$ cat src/hw/rtl/pad_pkg.sv
`timescale 1ns / 1ps

package pad_pkg;

    localparam int QLEN_BITS  = 10;
    localparam int PROB_BITS  = 16;
    localparam int GAIN_FRAC  = 16;
    localparam int INV_FRAC   = 24;
    localparam int INV_W      = 25;
    localparam int GAIN_W     = 18;
    localparam int IDX_W      = 3;
    localparam int CFG_DATA_W = INV_W;

    localparam int P_W    = PROB_BITS + 1;
    localparam int E_W    = PROB_BITS + 5;
    localparam int DE_W   = E_W + 1;
    localparam int DIFF_W = QLEN_BITS + 1;
    localparam int INT_W  = PROB_BITS + 1;
    localparam int SUM_W  = PROB_BITS + 9;
    localparam int TEN_W  = QLEN_BITS + 4;
    localparam int MA_W   = INV_W + 1;
    localparam int MB_W   = (DE_W > DIFF_W) ? DE_W : DIFF_W;
    localparam int PROD_W = MA_W + MB_W;

    localparam int INV_SHIFT = INV_FRAC - PROB_BITS;
    localparam int DIV_SHIFT = PROB_BITS + 4;

    localparam longint DIV_MUL  = (longint'(1) << DIV_SHIFT) / 10 + 1;
    localparam longint ERR_SAT  = longint'(8) << PROB_BITS;
    localparam longint INT_SAT  = (longint'(2) << PROB_BITS) / 5;
    localparam longint PROB_ONE = longint'(1) << PROB_BITS;

    localparam logic signed [PROD_W-1:0] ERR_HI = PROD_W'(ERR_SAT);
    localparam logic signed [PROD_W-1:0] ERR_LO = PROD_W'(-ERR_SAT);
    localparam logic signed [SUM_W-1:0]  INT_HI = SUM_W'(INT_SAT);
    localparam logic signed [SUM_W-1:0]  INT_LO = SUM_W'(-INT_SAT);
    localparam logic signed [SUM_W-1:0]  PROB_ONE_S = SUM_W'(PROB_ONE);
    localparam logic [P_W-1:0]           PROB_ONE_P = P_W'(PROB_ONE);
    localparam logic signed [MA_W-1:0]   DIV_MUL_C  = MA_W'(DIV_MUL);

    localparam logic signed [PROD_W-1:0] INV_BIAS  = PROD_W'((longint'(1) << INV_SHIFT) - 1);
    localparam logic signed [PROD_W-1:0] GAIN_BIAS = PROD_W'((longint'(1) << GAIN_FRAC) - 1);
    localparam logic signed [PROD_W-1:0] DIV_BIAS  = PROD_W'((longint'(1) << DIV_SHIFT) - 1);

    typedef enum logic {
        OP_TICK    = 1'b0,
        OP_ARRIVAL = 1'b1
    } op_t;

    typedef enum logic [1:0] {
        CAUSE_NONE  = 2'd0,
        CAUSE_EARLY = 2'd1,
        CAUSE_TAIL  = 2'd2
    } drop_cause_t;

    typedef enum logic [IDX_W-1:0] {
        REG_QUEUE_REF   = 3'd0,
        REG_INVERSE_REF = 3'd1,
        REG_KP_GAIN     = 3'd2,
        REG_KI_TS_GAIN  = 3'd3,
        REG_KD_TS_GAIN  = 3'd4,
        REG_QUEUE_LIMIT = 3'd5
    } cfg_index_t;

    typedef enum logic [1:0] {
        SH_INV  = 2'd0,
        SH_GAIN = 2'd1,
        SH_DIV  = 2'd2
    } shift_sel_t;

    typedef enum logic [3:0] {
        T_IDLE,
        T_ME,
        T_PE,
        T_MI,
        T_MP,
        T_MD,
        T_PD,
        T_MQ,
        T_PQ
    } tick_state_t;

    typedef struct packed {
        logic [QLEN_BITS-1:0] queue_ref;
        logic [INV_W-1:0]     inverse_ref;
        logic [GAIN_W-1:0]    kp_gain;
        logic [GAIN_W-1:0]    ki_ts_gain;
        logic [GAIN_W-1:0]    kd_over_ts_gain;
        logic [QLEN_BITS-1:0] queue_limit;
    } cfg_t;

    localparam cfg_t CFG_RESET = '{
        queue_ref:       QLEN_BITS'(500),
        inverse_ref:     INV_W'(33554),
        kp_gain:         GAIN_W'(19661),
        ki_ts_gain:      GAIN_W'(328),
        kd_over_ts_gain: GAIN_W'(52429),
        queue_limit:     QLEN_BITS'(1000)
    };

    typedef struct packed {
        logic signed [MA_W-1:0] a;
        logic signed [MB_W-1:0] b;
        shift_sel_t             sh;
    } mul_req_t;

    typedef struct packed {
        logic                 start;
        logic                 ref_write;
        logic [QLEN_BITS-1:0] queue_len;
    } tick_ctl_t;

    typedef struct packed {
        logic           busy;
        logic           done;
        logic [P_W-1:0] dp;
        logic [P_W-1:0] dp_new;
    } tick_sts_t;

    function automatic logic [TEN_W-1:0] times_ten(input logic [QLEN_BITS-1:0] v);
        logic [TEN_W-1:0] w;
        w = TEN_W'(v);
        return (w << 3) + (w << 1);
    endfunction

endpackage

$ cat src/hw/rtl/pad_ifs.sv
`timescale 1ns / 1ps

interface pad_req_if;
    logic                           valid;
    logic                           ready;
    logic                           operation;
    logic [pad_pkg::QLEN_BITS-1:0]  queue_len;
    logic [pad_pkg::PROB_BITS-1:0]  random_value;

    modport source (output valid, operation, queue_len, random_value, input ready);
    modport sink (input valid, operation, queue_len, random_value, output ready);
endinterface

interface pad_res_if;
    logic                      valid;
    logic                      ready;
    logic                      drop;
    logic [1:0]                drop_cause;
    logic [pad_pkg::P_W-1:0]   drop_rate;

    modport source (output valid, drop, drop_cause, drop_rate, input ready);
    modport sink (input valid, drop, drop_cause, drop_rate, output ready);
endinterface

interface pad_cfg_if;
    logic                             valid;
    logic                             ready;
    logic [pad_pkg::IDX_W-1:0]        index;
    logic [pad_pkg::CFG_DATA_W-1:0]   data;

    modport source (output valid, index, data, input ready);
    modport sink (input valid, index, data, output ready);
endinterface

$ cat src/hw/rtl/pid_aqm_drop_controller.sv
`timescale 1ns / 1ps

// PID active queue manager with random early drop and a hard tail limit.
// Channels: req carries operation, queue_len and random_value; result carries
// drop, drop_cause and drop_rate; cfg writes one of six registers by index
// (0 queue_ref, 1 inverse_ref, 2 kp_gain, 3 ki_ts_gain, 4 kd_over_ts_gain,
// 5 queue_limit). cfg is always ready; writing queue_ref clears the integral
// and the previous error. Write cfg only while no request is in flight.
// A packet arrival is a single compare: its result is registered in the cycle after
// acceptance, and arrivals run at one per cycle while result is taken and no tick is busy.
// A control tick walks a shared multiplier through eight steps (error, integral,
// proportional, derivative, divide by ten); its result is registered when the last
// step ends, and req.ready stays low meanwhile.
// Each request gives exactly one result, in order.
// Reset loads the register defaults and zeroes the integral, previous error
// and drop probability. When result stalls, the result register holds and
// req.ready drops until it is taken.

module pid_aqm_drop_controller (
    input  logic       clk,
    input  logic       rst_n,
    pad_req_if.sink    req,
    pad_res_if.source  result,
    pad_cfg_if.sink    cfg
);
    import pad_pkg::*;

    cfg_t      cfg_q;
    logic      ref_write;
    tick_ctl_t ctl;
    tick_sts_t sts;

    logic           accept;
    logic           early;
    logic           tail;
    logic           valid_reg, valid_next;
    logic           drop_reg, drop_next;
    drop_cause_t    cause_reg, cause_next;
    logic [P_W-1:0] prob_reg, prob_next;

    pad_cfg_regs u_cfg (
        .clk       (clk),
        .rst_n     (rst_n),
        .cfg       (cfg),
        .cfg_q     (cfg_q),
        .ref_write (ref_write)
    );

    pad_tick_seq u_seq (
        .clk   (clk),
        .rst_n (rst_n),
        .cfg_q (cfg_q),
        .ctl   (ctl),
        .sts   (sts)
    );

    assign req.ready = !sts.busy && (!valid_reg || result.ready);
    assign accept    = req.valid && req.ready;

    assign ctl.start     = accept && (op_t'(req.operation) == OP_TICK);
    assign ctl.ref_write = ref_write;
    assign ctl.queue_len = req.queue_len;

    assign early = (times_ten(req.queue_len) > TEN_W'(cfg_q.queue_ref)) &&
                   (P_W'(req.random_value) < sts.dp);
    assign tail  = (req.queue_len >= cfg_q.queue_limit);

    always_comb
    begin
        valid_next = valid_reg && !result.ready;
        drop_next  = drop_reg;
        cause_next = cause_reg;
        prob_next  = prob_reg;
        if (accept && (op_t'(req.operation) == OP_ARRIVAL))
        begin
            valid_next = 1'b1;
            prob_next  = sts.dp;
            if (early)
            begin
                drop_next  = 1'b1;
                cause_next = CAUSE_EARLY;
            end
            else if (tail)
            begin
                drop_next  = 1'b1;
                cause_next = CAUSE_TAIL;
            end
            else
            begin
                drop_next  = 1'b0;
                cause_next = CAUSE_NONE;
            end
        end
        else if (sts.done)
        begin
            valid_next = 1'b1;
            drop_next  = 1'b0;
            cause_next = CAUSE_NONE;
            prob_next  = sts.dp_new;
        end
    end

    always_ff @(posedge clk or negedge rst_n)
    begin
        if (!rst_n)
        begin
            valid_reg <= 1'b0;
        end
        else
        begin
            valid_reg <= valid_next;
        end
    end

    always_ff @(posedge clk)
    begin
        drop_reg  <= drop_next;
        cause_reg <= cause_next;
        prob_reg  <= prob_next;
    end

    assign result.valid      = valid_reg;
    assign result.drop       = drop_reg;
    assign result.drop_cause = cause_reg;
    assign result.drop_rate  = prob_reg;

    a_busy_blocks: assert property (@(posedge clk) disable iff (!rst_n)
        sts.busy |-> !req.ready)
        else $error("request taken while tick in progress");

    a_prob_range: assert property (@(posedge clk) disable iff (!rst_n)
        valid_reg |-> (prob_reg <= PROB_ONE_P))
        else $error("drop probability above one");

    a_drop_cause: assert property (@(posedge clk) disable iff (!rst_n)
        valid_reg |-> (drop_reg == (cause_reg != CAUSE_NONE)))
        else $error("drop flag and cause disagree");

    a_arrival_result: assert property (@(posedge clk) disable iff (!rst_n)
        (accept && (op_t'(req.operation) == OP_ARRIVAL)) |=> valid_reg)
        else $error("arrival gave no result");

    a_tick_done: assert property (@(posedge clk) disable iff (!rst_n)
        ctl.start |=> ##7 sts.done)
        else $error("tick did not finish in eight steps");

endmodule

$ cat src/hw/rtl/pad_cfg_regs.sv
`timescale 1ns / 1ps

module pad_cfg_regs (
    input  logic          clk,
    input  logic          rst_n,
    pad_cfg_if.sink       cfg,
    output pad_pkg::cfg_t cfg_q,
    output logic          ref_write
);
    import pad_pkg::*;

    cfg_t cfg_reg;
    cfg_t cfg_next;

    assign cfg.ready = 1'b1;
    assign cfg_q     = cfg_reg;

    always_comb
    begin
        cfg_next  = cfg_reg;
        ref_write = 1'b0;
        if (cfg.valid)
        begin
            case (cfg_index_t'(cfg.index))
                REG_QUEUE_REF:
                begin
                    cfg_next.queue_ref = cfg.data[QLEN_BITS-1:0];
                    ref_write          = 1'b1;
                end
                REG_INVERSE_REF: cfg_next.inverse_ref     = cfg.data[INV_W-1:0];
                REG_KP_GAIN:     cfg_next.kp_gain         = cfg.data[GAIN_W-1:0];
                REG_KI_TS_GAIN:  cfg_next.ki_ts_gain      = cfg.data[GAIN_W-1:0];
                REG_KD_TS_GAIN:  cfg_next.kd_over_ts_gain = cfg.data[GAIN_W-1:0];
                REG_QUEUE_LIMIT: cfg_next.queue_limit     = cfg.data[QLEN_BITS-1:0];
                default:         cfg_next = cfg_reg;
            endcase
        end
    end

    always_ff @(posedge clk or negedge rst_n)
    begin
        if (!rst_n)
        begin
            cfg_reg <= CFG_RESET;
        end
        else
        begin
            cfg_reg <= cfg_next;
        end
    end

endmodule

$ cat src/hw/rtl/pad_mul_unit.sv
`timescale 1ns / 1ps

module pad_mul_unit (
    input  logic                                clk,
    input  pad_pkg::mul_req_t                   mul_req,
    output logic signed [pad_pkg::PROD_W-1:0]   mul_res
);
    import pad_pkg::*;

    logic signed [PROD_W-1:0] prod_reg;
    shift_sel_t               sh_reg;
    logic signed [PROD_W-1:0] bias;
    logic signed [PROD_W-1:0] biased;

    always_ff @(posedge clk)
    begin
        prod_reg <= PROD_W'(mul_req.a) * PROD_W'(mul_req.b);
        sh_reg   <= mul_req.sh;
    end

    // shift right, truncating toward zero
    always_comb
    begin
        case (sh_reg)
            SH_INV:  bias = INV_BIAS;
            SH_GAIN: bias = GAIN_BIAS;
            SH_DIV:  bias = DIV_BIAS;
            default: bias = GAIN_BIAS;
        endcase
        if (!prod_reg[PROD_W-1])
        begin
            bias = '0;
        end
        biased = prod_reg + bias;
        case (sh_reg)
            SH_INV:  mul_res = biased >>> INV_SHIFT;
            SH_GAIN: mul_res = biased >>> GAIN_FRAC;
            SH_DIV:  mul_res = biased >>> DIV_SHIFT;
            default: mul_res = biased >>> GAIN_FRAC;
        endcase
    end

endmodule

$ cat src/hw/rtl/pad_tick_seq.sv
`timescale 1ns / 1ps

module pad_tick_seq (
    input  logic               clk,
    input  logic               rst_n,
    input  pad_pkg::cfg_t      cfg_q,
    input  pad_pkg::tick_ctl_t ctl,
    output pad_pkg::tick_sts_t sts
);
    import pad_pkg::*;

    tick_state_t state_reg, state_next;

    logic                    gate_reg;
    logic [QLEN_BITS-1:0]    q_reg;
    logic signed [E_W-1:0]   e_reg, e_next;
    logic signed [E_W-1:0]   prev_reg, prev_next;
    logic signed [INT_W-1:0] integ_reg, integ_next;
    logic signed [SUM_W-1:0] acc_reg, acc_next;
    logic                    neg_reg, neg_next;
    logic [P_W-1:0]          mag_reg, mag_next;
    logic [P_W-1:0]          dp_reg, dp_next;

    mul_req_t                 mreq;
    logic signed [PROD_W-1:0] mul_res;
    logic signed [DIFF_W-1:0] diff;
    logic signed [DE_W-1:0]   de;
    logic signed [SUM_W-1:0]  isum;
    logic signed [SUM_W-1:0]  rsum;
    logic signed [SUM_W-1:0]  raw;
    logic signed [SUM_W-1:0]  xdiff;
    logic [P_W-1:0]           quot;
    logic                     done;

    pad_mul_unit u_mul (
        .clk     (clk),
        .mul_req (mreq),
        .mul_res (mul_res)
    );

    assign diff  = $signed({1'b0, q_reg}) - $signed({1'b0, cfg_q.queue_ref});
    assign de    = DE_W'(e_reg) - DE_W'(prev_reg);
    assign isum  = SUM_W'(integ_reg) + SUM_W'(mul_res);
    assign rsum  = acc_reg + SUM_W'(mul_res);
    assign xdiff = raw - $signed(SUM_W'(dp_reg));
    assign quot  = P_W'(mul_res);

    always_comb
    begin
        if (rsum < 0)
        begin
            raw = '0;
        end
        else if (rsum > PROB_ONE_S)
        begin
            raw = PROB_ONE_S;
        end
        else
        begin
            raw = rsum;
        end
    end

    always_comb
    begin
        state_next = state_reg;
        e_next     = e_reg;
        prev_next  = prev_reg;
        integ_next = integ_reg;
        acc_next   = acc_reg;
        neg_next   = neg_reg;
        mag_next   = mag_reg;
        dp_next    = dp_reg;
        done       = 1'b0;
        mreq       = '{a: '0, b: '0, sh: SH_GAIN};
        case (state_reg)
            T_IDLE:
            begin
                if (ctl.start)
                begin
                    state_next = T_ME;
                end
            end
            T_ME:
            begin
                mreq.a     = MA_W'($signed({1'b0, cfg_q.inverse_ref}));
                mreq.b     = MB_W'(diff);
                mreq.sh    = SH_INV;
                state_next = T_PE;
            end
            T_PE:
            begin
                if (mul_res > ERR_HI)
                begin
                    e_next = E_W'(ERR_HI);
                end
                else if (mul_res < ERR_LO)
                begin
                    e_next = E_W'(ERR_LO);
                end
                else
                begin
                    e_next = E_W'(mul_res);
                end
                state_next = T_MI;
            end
            T_MI:
            begin
                mreq.a     = MA_W'($signed({1'b0, cfg_q.ki_ts_gain}));
                mreq.b     = MB_W'(e_reg);
                mreq.sh    = SH_GAIN;
                state_next = T_MP;
            end
            T_MP:
            begin
                if (gate_reg)
                begin
                    if (isum > INT_HI)
                    begin
                        integ_next = INT_W'(INT_HI);
                    end
                    else if (isum < INT_LO)
                    begin
                        integ_next = INT_W'(INT_LO);
                    end
                    else
                    begin
                        integ_next = INT_W'(isum);
                    end
                end
                mreq.a     = MA_W'($signed({1'b0, cfg_q.kp_gain}));
                mreq.b     = MB_W'(e_reg);
                mreq.sh    = SH_GAIN;
                state_next = T_MD;
            end
            T_MD:
            begin
                acc_next   = SUM_W'(mul_res) + SUM_W'(integ_reg);
                mreq.a     = MA_W'($signed({1'b0, cfg_q.kd_over_ts_gain}));
                mreq.b     = MB_W'(de);
                mreq.sh    = SH_GAIN;
                state_next = T_PD;
            end
            T_PD:
            begin
                neg_next   = xdiff[SUM_W-1];
                mag_next   = xdiff[SUM_W-1] ? P_W'(-xdiff) : P_W'(xdiff);
                prev_next  = e_reg;
                state_next = T_MQ;
            end
            T_MQ:
            begin
                // divide by ten through the reciprocal
                mreq.a     = DIV_MUL_C;
                mreq.b     = MB_W'($signed({1'b0, mag_reg}));
                mreq.sh    = SH_DIV;
                state_next = T_PQ;
            end
            T_PQ:
            begin
                dp_next    = neg_reg ? (dp_reg - quot) : (dp_reg + quot);
                done       = 1'b1;
                state_next = T_IDLE;
            end
            default:
            begin
                state_next = T_IDLE;
            end
        endcase
        if (ctl.ref_write)
        begin
            integ_next = '0;
            prev_next  = '0;
        end
    end

    always_ff @(posedge clk or negedge rst_n)
    begin
        if (!rst_n)
        begin
            state_reg <= T_IDLE;
            prev_reg  <= '0;
            integ_reg <= '0;
            dp_reg    <= '0;
        end
        else
        begin
            state_reg <= state_next;
            prev_reg  <= prev_next;
            integ_reg <= integ_next;
            dp_reg    <= dp_next;
        end
    end

    always_ff @(posedge clk)
    begin
        if (ctl.start && (state_reg == T_IDLE))
        begin
            q_reg    <= ctl.queue_len;
            gate_reg <= times_ten(ctl.queue_len) >
                        ((TEN_W'(cfg_q.queue_ref) << 1) + TEN_W'(cfg_q.queue_ref));
        end
        e_reg   <= e_next;
        acc_reg <= acc_next;
        neg_reg <= neg_next;
        mag_reg <= mag_next;
    end

    assign sts.busy   = (state_reg != T_IDLE);
    assign sts.done   = done;
    assign sts.dp     = dp_reg;
    assign sts.dp_new = dp_next;

endmodule
$ cat src/flat_wrapper.sv
// flat-port wrapper written by rule: the top's interface ports become plain ports
module pid_aqm_drop_controller_flat import pad_pkg::*;
  (clk, rst_n, req_valid, req_operation, req_queue_len, req_random_value, req_ready, result_valid, result_drop, result_drop_cause, result_drop_rate, result_ready, cfg_valid, cfg_index, cfg_data, cfg_ready);
  pad_req_if req_i ();
  pad_res_if result_i ();
  pad_cfg_if cfg_i ();
  input  logic clk;
  input  logic rst_n;
  input wire logic [$bits(req_i.valid)-1:0] req_valid;
  input wire logic [$bits(req_i.operation)-1:0] req_operation;
  input wire logic [$bits(req_i.queue_len)-1:0] req_queue_len;
  input wire logic [$bits(req_i.random_value)-1:0] req_random_value;
  output wire logic [$bits(req_i.ready)-1:0] req_ready;
  output wire logic [$bits(result_i.valid)-1:0] result_valid;
  output wire logic [$bits(result_i.drop)-1:0] result_drop;
  output wire logic [$bits(result_i.drop_cause)-1:0] result_drop_cause;
  output wire logic [$bits(result_i.drop_rate)-1:0] result_drop_rate;
  input wire logic [$bits(result_i.ready)-1:0] result_ready;
  input wire logic [$bits(cfg_i.valid)-1:0] cfg_valid;
  input wire logic [$bits(cfg_i.index)-1:0] cfg_index;
  input wire logic [$bits(cfg_i.data)-1:0] cfg_data;
  output wire logic [$bits(cfg_i.ready)-1:0] cfg_ready;
  assign req_i.valid = req_valid;
  assign req_i.operation = req_operation;
  assign req_i.queue_len = req_queue_len;
  assign req_i.random_value = req_random_value;
  assign req_ready = req_i.ready;
  assign result_valid = result_i.valid;
  assign result_drop = result_i.drop;
  assign result_drop_cause = result_i.drop_cause;
  assign result_drop_rate = result_i.drop_rate;
  assign result_i.ready = result_ready;
  assign cfg_i.valid = cfg_valid;
  assign cfg_i.index = cfg_index;
  assign cfg_i.data = cfg_data;
  assign cfg_ready = cfg_i.ready;
  pid_aqm_drop_controller u_core (.clk(clk), .rst_n(rst_n), .req(req_i), .result(result_i), .cfg(cfg_i));
endmodule
$ cat config.mk
export PLATFORM = sky130hd
export DESIGN_NAME = pid_aqm_drop_controller_flat
export DESIGN_NICKNAME = d
export VERILOG_FILES = /design/src/hw/rtl/pad_pkg.sv /design/src/hw/rtl/pad_ifs.sv /design/src/hw/rtl/pid_aqm_drop_controller.sv /design/src/hw/rtl/pad_cfg_regs.sv /design/src/hw/rtl/pad_mul_unit.sv /design/src/hw/rtl/pad_tick_seq.sv /design/src/flat_wrapper.sv
export SDC_FILE = /design/constraint.sdc
export NUM_CORES = 2
export LEC_CHECK = 0
export ABC_AREA = 1
export BUFFER_PORTS_ARGS = -buffer_cell sky130_fd_sc_hd__buf_2
export CAP_MARGIN = 20
export CORE_UTILIZATION = 60
export CTS_BUF_LIST = sky130_fd_sc_hd__clkbuf_16
export DETAILED_ROUTE_END_ITERATION = 10
export GPL_TIMING_DRIVEN = 0
export PLACE_DENSITY = 0.77
export SETUP_SLACK_MARGIN = 0.15
export SLEW_MARGIN = 30
export SYNTH_ARGS = -nofsm -noshare
export SYNTH_HDL_FRONTEND = slang
export SYNTH_SLANG_ARGS = --single-unit
$ cat constraint.sdc
create_clock -name clk -period 9.6 [get_ports clk]
set_input_delay 0.48 -clock clk [delete_from_list [all_inputs] [get_ports clk]]
set_output_delay 0.48 -clock clk [all_outputs]
set_load 0.05 [all_outputs]
; Yosys cells after proc, flatten, opt, wreduce, memory -nomap -nowiden
; Cells that the tools add are included.
[word_totals]
ff_bits = 304
output_inout_bits = 23
elab_cells = 122
input_bits = 60
[op_classes]
bitwise = 1
n_eq_ne = 15
n_mux = 34
reduce_logical = 27
multipliers = 1
addsub = 11
order_cmp = 10
[op_table]
columns = cell, n
row1 = one-hot mux 49 bit (5 select lines), 1
row2 = two-way mux 17 bit, 10
row3 = one-hot mux 39 bit (2 select lines), 1
row4 = two-way mux 21 bit, 3
row5 = two-way mux 25 bit, 2
row6 = adder 48 bit, 1
row7 = multiplier 26 x 22 -> 48 bit, 1
row8 = two-way mux 48 bit, 1
row9 = "greater-than comparator 40 x 21 -> 1 bit, second input constant", 1
row10 = "less-than comparator 40 x 20 -> 1 bit, second input constant", 1
row11 = one-hot mux 20 bit (2 select lines), 1
row12 = one-hot mux 4 bit (8 select lines), 1
row13 = adder 25 x 17 -> 25 bit, 1
row14 = adder 25 bit, 1
row15 = "greater-than comparator 25 x 16 -> 1 bit, second input constant", 1
row16 = "greater-than comparator 25 x 18 -> 1 bit, second input constant", 1
row17 = "less-than comparator 25 x 1 -> 1 bit, second input constant", 1
row18 = "less-than comparator 25 x 16 -> 1 bit, second input constant", 1
row19 = subtractor 25 x 18 -> 25 bit, 1
row20 = subtractor 21 x 21 -> 22 bit, 1
row21 = adder 17 bit, 1
row22 = less-than comparator 16 x 17 -> 1 bit, 1
row23 = negator 17 bit, 1
row24 = subtractor 17 bit, 1
row25 = 29 further kinds, 63

; Logic depth before layout (Yosys ltp)
[logic_depth]
depth_word = 12
depth_mapped = 60
depth_no_buf = 59

; Hierarchy
; A second synthesis with hierarchy kept.
[unflattened]
cells_unflattened = 6424
area_unflattened_um2 = 46468.3
[modules_own_cells]
columns = module, area_per_inst_um2, n_inst, seq_area_each_um2, cells_per_inst
row1 = pad_mul_unit, 26028.7, 1, 1001.0, 3577
row2 = pad_tick_seq, 14171.1, 1, 3728.6, 2102
row3 = pad_cfg_regs, 3987.6, 1, 2523.7, 442
row4 = pid_aqm_drop_controller, 2280.9, 1, 625.6, 303

; Worst setup path before layout
; Ideal clock, no wire load.
[synth_path]
path_type = register to register
startpoint = register u_core.u_cfg.cfg_reg (netlist bit u_core.u_cfg.cfg_q[89])
endpoint = register u_core.u_seq.u_mul.prod_reg[45]
synth_period_minus_slack_ps = 8620
path_buffers = 2
setup_ps = 127
setup_slack_ps = 980
path_stages_with_launch = 44
required_time_ps = 9473
arrival_ps = 8492
path_cell_list = dfrtp_1 > ha_1 > inv_1 > fa_1 > nand2_1 > nand2_1 > a21oi_1 > nor2_1 > o21ai_0 > nand2_1 > nand2_1 > nand2_1 > a21oi_1 > or2_2 > nand2_1 > a211o_1 > buf_2 > nand4_1 > [... 8 more ...] > fa_1 > inv_1 > fa_1 > fa_1 > ha_1 > a21oi_1 > o21ai_0 > a21oi_1 > nand2_1 > a21oi_1 > o21ai_0 > nand2_1 > nand2_1 > nand2_1 > nand2_1 > a21oi_1 > o221ai_1 > xor2_1
[synth_between]
elab_chain_len = 3
[synth_lines]
columns = item, line_no
row1 = from (decl), pad_cfg_regs.sv:12  ; cfg_t cfg_reg;
row2 = from (signal assigned), pad_cfg_regs.sv:48  ; cfg_reg <= cfg_next;
row3 = subtractor 10 x 10 -> 11 bit, pad_tick_seq.sv:41  ; assign diff = $signed({1'b0, q_reg}) - $signed({1'b0, cfg_q.queue_ref});
row4 = one-hot mux 49 bit (5 select lines), pad_tick_seq.sv:76  ; case (state_reg)
row5 = multiplier 26 x 22 -> 48 bit, pad_mul_unit.sv:17  ; prod_reg <= PROD_W'(mul_req.a) * PROD_W'(mul_req.b);
row6 = to (signal assigned), pad_mul_unit.sv:17
row7 = to (decl), pad_mul_unit.sv:10  ; logic signed [PROD_W-1:0] prod_reg;
; Every way passes these cells.
; A chain may end at the register's enable or synchronous reset.

; Worst setup path in the final report
[layout_path]
startpoint = register u_core.u_seq.state_reg[0]
endpoint = register u_core.u_seq.u_mul.prod_reg[45]
[layout_between]
elab_chain_len = 3
elab_cells_between_ends = 7
cone_classes = mul (1) / eq/ne (5) / mux (1)
[layout_lines]
columns = item, line_no
row1 = from (decl), pad_tick_seq.sv:12  ; tick_state_t state_reg, state_next;
row2 = from (signal assigned), pad_tick_seq.sv:188  ; state_reg <= state_next;
row3 = equality test 4 x 3 -> 1 bit (tied with other cells), pad_tick_seq.sv:76
row4 = one-hot mux 49 bit (5 select lines) *, pad_tick_seq.sv:76
row5 = multiplier 26 x 22 -> 48 bit *, pad_mul_unit.sv:17
; Every way passes the cells marked *; elsewhere a longest branch is shown, timed or not.

==> flow_summary.ini <==
[clock_tree]
numCtsBuffers = 36
cts_sinks = 304
clk_pin_slew_ns = 0.06
cts_buffer_depth = 3
cts_max_level = 2
cts_root_buffer = clkbuf_16
cts_tree = yes
clk_latency_ns = 0.56

[timing]
tightest_slew_ns = 0.8521
relSlewSlack = 0.4319
rsz0062_at_grt = true
min_period_ns = 9.223
setup_viol = 0
hold_violations = 0
fmax_mhz = 108.4
fin_crit_sh = 0.9607
final_max_slew_viol_count = 0
holdWs_ns = 0.1492
fin_worst_skew_ns = 0.03146

[drt]
wire_per_inst_microns = 19.45
wirelength_microns = 121400
ant_nets = 0
route.detailed.drc = 0
drtIter0Drc = 3433
vias = 35780
via_per_inst = 5.732
firstDrtPassIters = 6

[min_path]
hold_path.class = in2reg
min_path_cells = 2

[floorplan]
die_x_microns = 261.0
die_h_microns = 261.0
coreArea_sq_um = 66100
io_pins = 83
start_util = 0.6088
die-area_sq_um = 68110
rows = 94

[run_status]
outcome = finished, final reports clean

[global_route]
grt_usage = 0.3602
antenna_found_initial = 1
grt_pass1_wl_microns = 188500
grt_pass1_vias = 34450
gr-total-overflow = 0
grt_start_max_net_pins = 83

[synthesis]
synthSimpleGateAreaFrac = 0.2164
ys_seq_elements = 304
synth_top_flop_cell = dfrtp_1
synth-xor-area-share = 0.03265
synth-compound-area-share = 0.09210
syn_inst = 5191
synth_top_family_by_area = adder cells
synth_edf_count = 95
seq_area_frac_synth = 0.1958
synth.avg_cell_area_sq_um = 7.752
synth_nets = 6099
synth_warnings = 0
syn_area_sq_um = 40240
synthAdderAreaFrac = 0.3508
ys_types = 62
async_flop_share = 0.5230
synthMuxAreaShare = 0.001959

[setup_path]
critPathKind = reg2reg
arrival_ns = 9.66
crit_required_ns = 10.04
startpoint_type = register
cp_max_fo = 10
endpoint_kind = register
ff2ff_path_depth = 32
cp_slowest_cell = clkbuf_1
slowest_delay_ns = 0.57
crit_top_cell = fa_1
rrSetupSlack_ns = 0.38

[finish]
largest_reg_flops = 99
finalNetCount = 6258
final_layout_size_suffix_gt1_frac = 0.08702
fin_util = 0.6643
multi_input_area_sq_um = 28340
final_common_cell = nand2_1
final-seq-area_sq_um = 7883
instances_no_fill = 6242
final_cell_mix = nand2_1, inv_1, fa_1
fillers = 5678
antennaDiodeCount = 0
design_area_sq_um = 43910
area_growth_pct = 9.123

[place]
placedCellCount = 6144
place_congestion = 1.043
io_buffers = 81
hpwl_microns = 99880
postPlaceCellArea_sq_um = 41890

[flow_run]
drv_cap = 0
==> worst paths after layout <==
kind	start	endpoint
setup / recovery	u_core.u_seq.state_reg[0]	u_core.u_seq.u_mul.prod_reg[45]
hold / removal	cfg_data[18]	u_core.u_cfg.cfg_q[82]
setup reg to reg	u_core.u_seq.state_reg[0]	u_core.u_seq.u_mul.prod_reg[45]
hold reg to reg	u_core.u_cfg.cfg_q[39]	u_core.u_cfg.cfg_q[39]
max in group asynchronous	rst_n	u_core.u_cfg.cfg_q[21]
min in group asynchronous	rst_n	u_core.u_seq.integ_reg[4]
==> synth_stat cells, types with 24 or more instances <==
cell type | n | share of area
nand4_1 | 54 | 0.0084
dfrtp_1 | 122 | 0.076
ha_1 | 381 | 0.12
nand3_1 | 250 | 0.031
xor2_1 | 112 | 0.024
o21ai_0 | 260 | 0.032
clkbuf_1 | 101 | 0.0094
nor2_1 | 359 | 0.033
dfxtp_1 | 50 | 0.025
a21oi_1 | 240 | 0.030
nand2_2 | 26 | 0.0040
inv_1 | 1017 | 0.095
dfstp_2 | 37 | 0.024
nand2_1 | 1227 | 0.11
xnor2_1 | 38 | 0.0083
fa_1 | 467 | 0.23
nand3_2 | 24 | 0.0060
nor3_1 | 44 | 0.0055
edfxtp_1 | 95 | 0.071
==> critical path, delay by kind of cell (launching register included) <==
kind / cells / cell delay (ns)
simple gates: 10 / 1.56
buf+inv: 6 / 1.70
flops: 1 / 0.45
fa+ha+maj: 8 / 3.98
compound gates: 7 / 1.10
xor+xnor: 1 / 0.27
==> layout make-up <==
| class | instances | area share |
|---|---|---|
| multi-input combinational | 3721 | 0.6455 |
| sequential | 304 | 0.1795 |
| inverter | 1046 | 0.09027 |
| tap | 864 | 0.02462 |
| clock buffer | 36 | 0.02052 |
| timing repair buffer | 124 | 0.01946 |
| buffer | 117 | 0.01402 |
| clock inverter | 30 | 0.006098 |
==> cells by family (layout without fill, tap and decap cells) <==
kind of cell	count (synthesis)	in the layout
compound gates	658	658
xor+xnor	150	150
fa+ha+maj	848	848
buf+inv	1166	1353
flops	304	304
mux	7	7
other cells	1	1
simple gates	2057	2057
==> through the flow <==
| step | TNS, ns | setup WS, ns |
|---|---|---|
| detailed placement | -8.586 | -0.8442 |
| global route | 0 | 0.07370 |
| floorplan | 0 | 0.9805 |
| finish | 0 | 0.3768 |
| global placement | -42.46 | -1.977 |
| CTS | 0 | 0.07492 |
==> repair_timing <==
action	in CTS	in global routing
pin swaps	9	14
endpoints found under the hold margin	27	0
setup endpoints to repair	30	41
hold buffers	1	0
buffers inserted	19	15
resized for setup	54	150
==> per-layer routing <==
metal  up-vias  track usage  part of all wire
met5         -            0                 0
met4         0       0.1476             0.044
met3       309      0.06901             0.099
met2      1705       0.5549              0.44
met1     17160       0.5009              0.41
li1      16610            -                 -
Power is not shown: default switching activity piles up to over one toggle a cycle in this logic, so the estimate is an artifact.
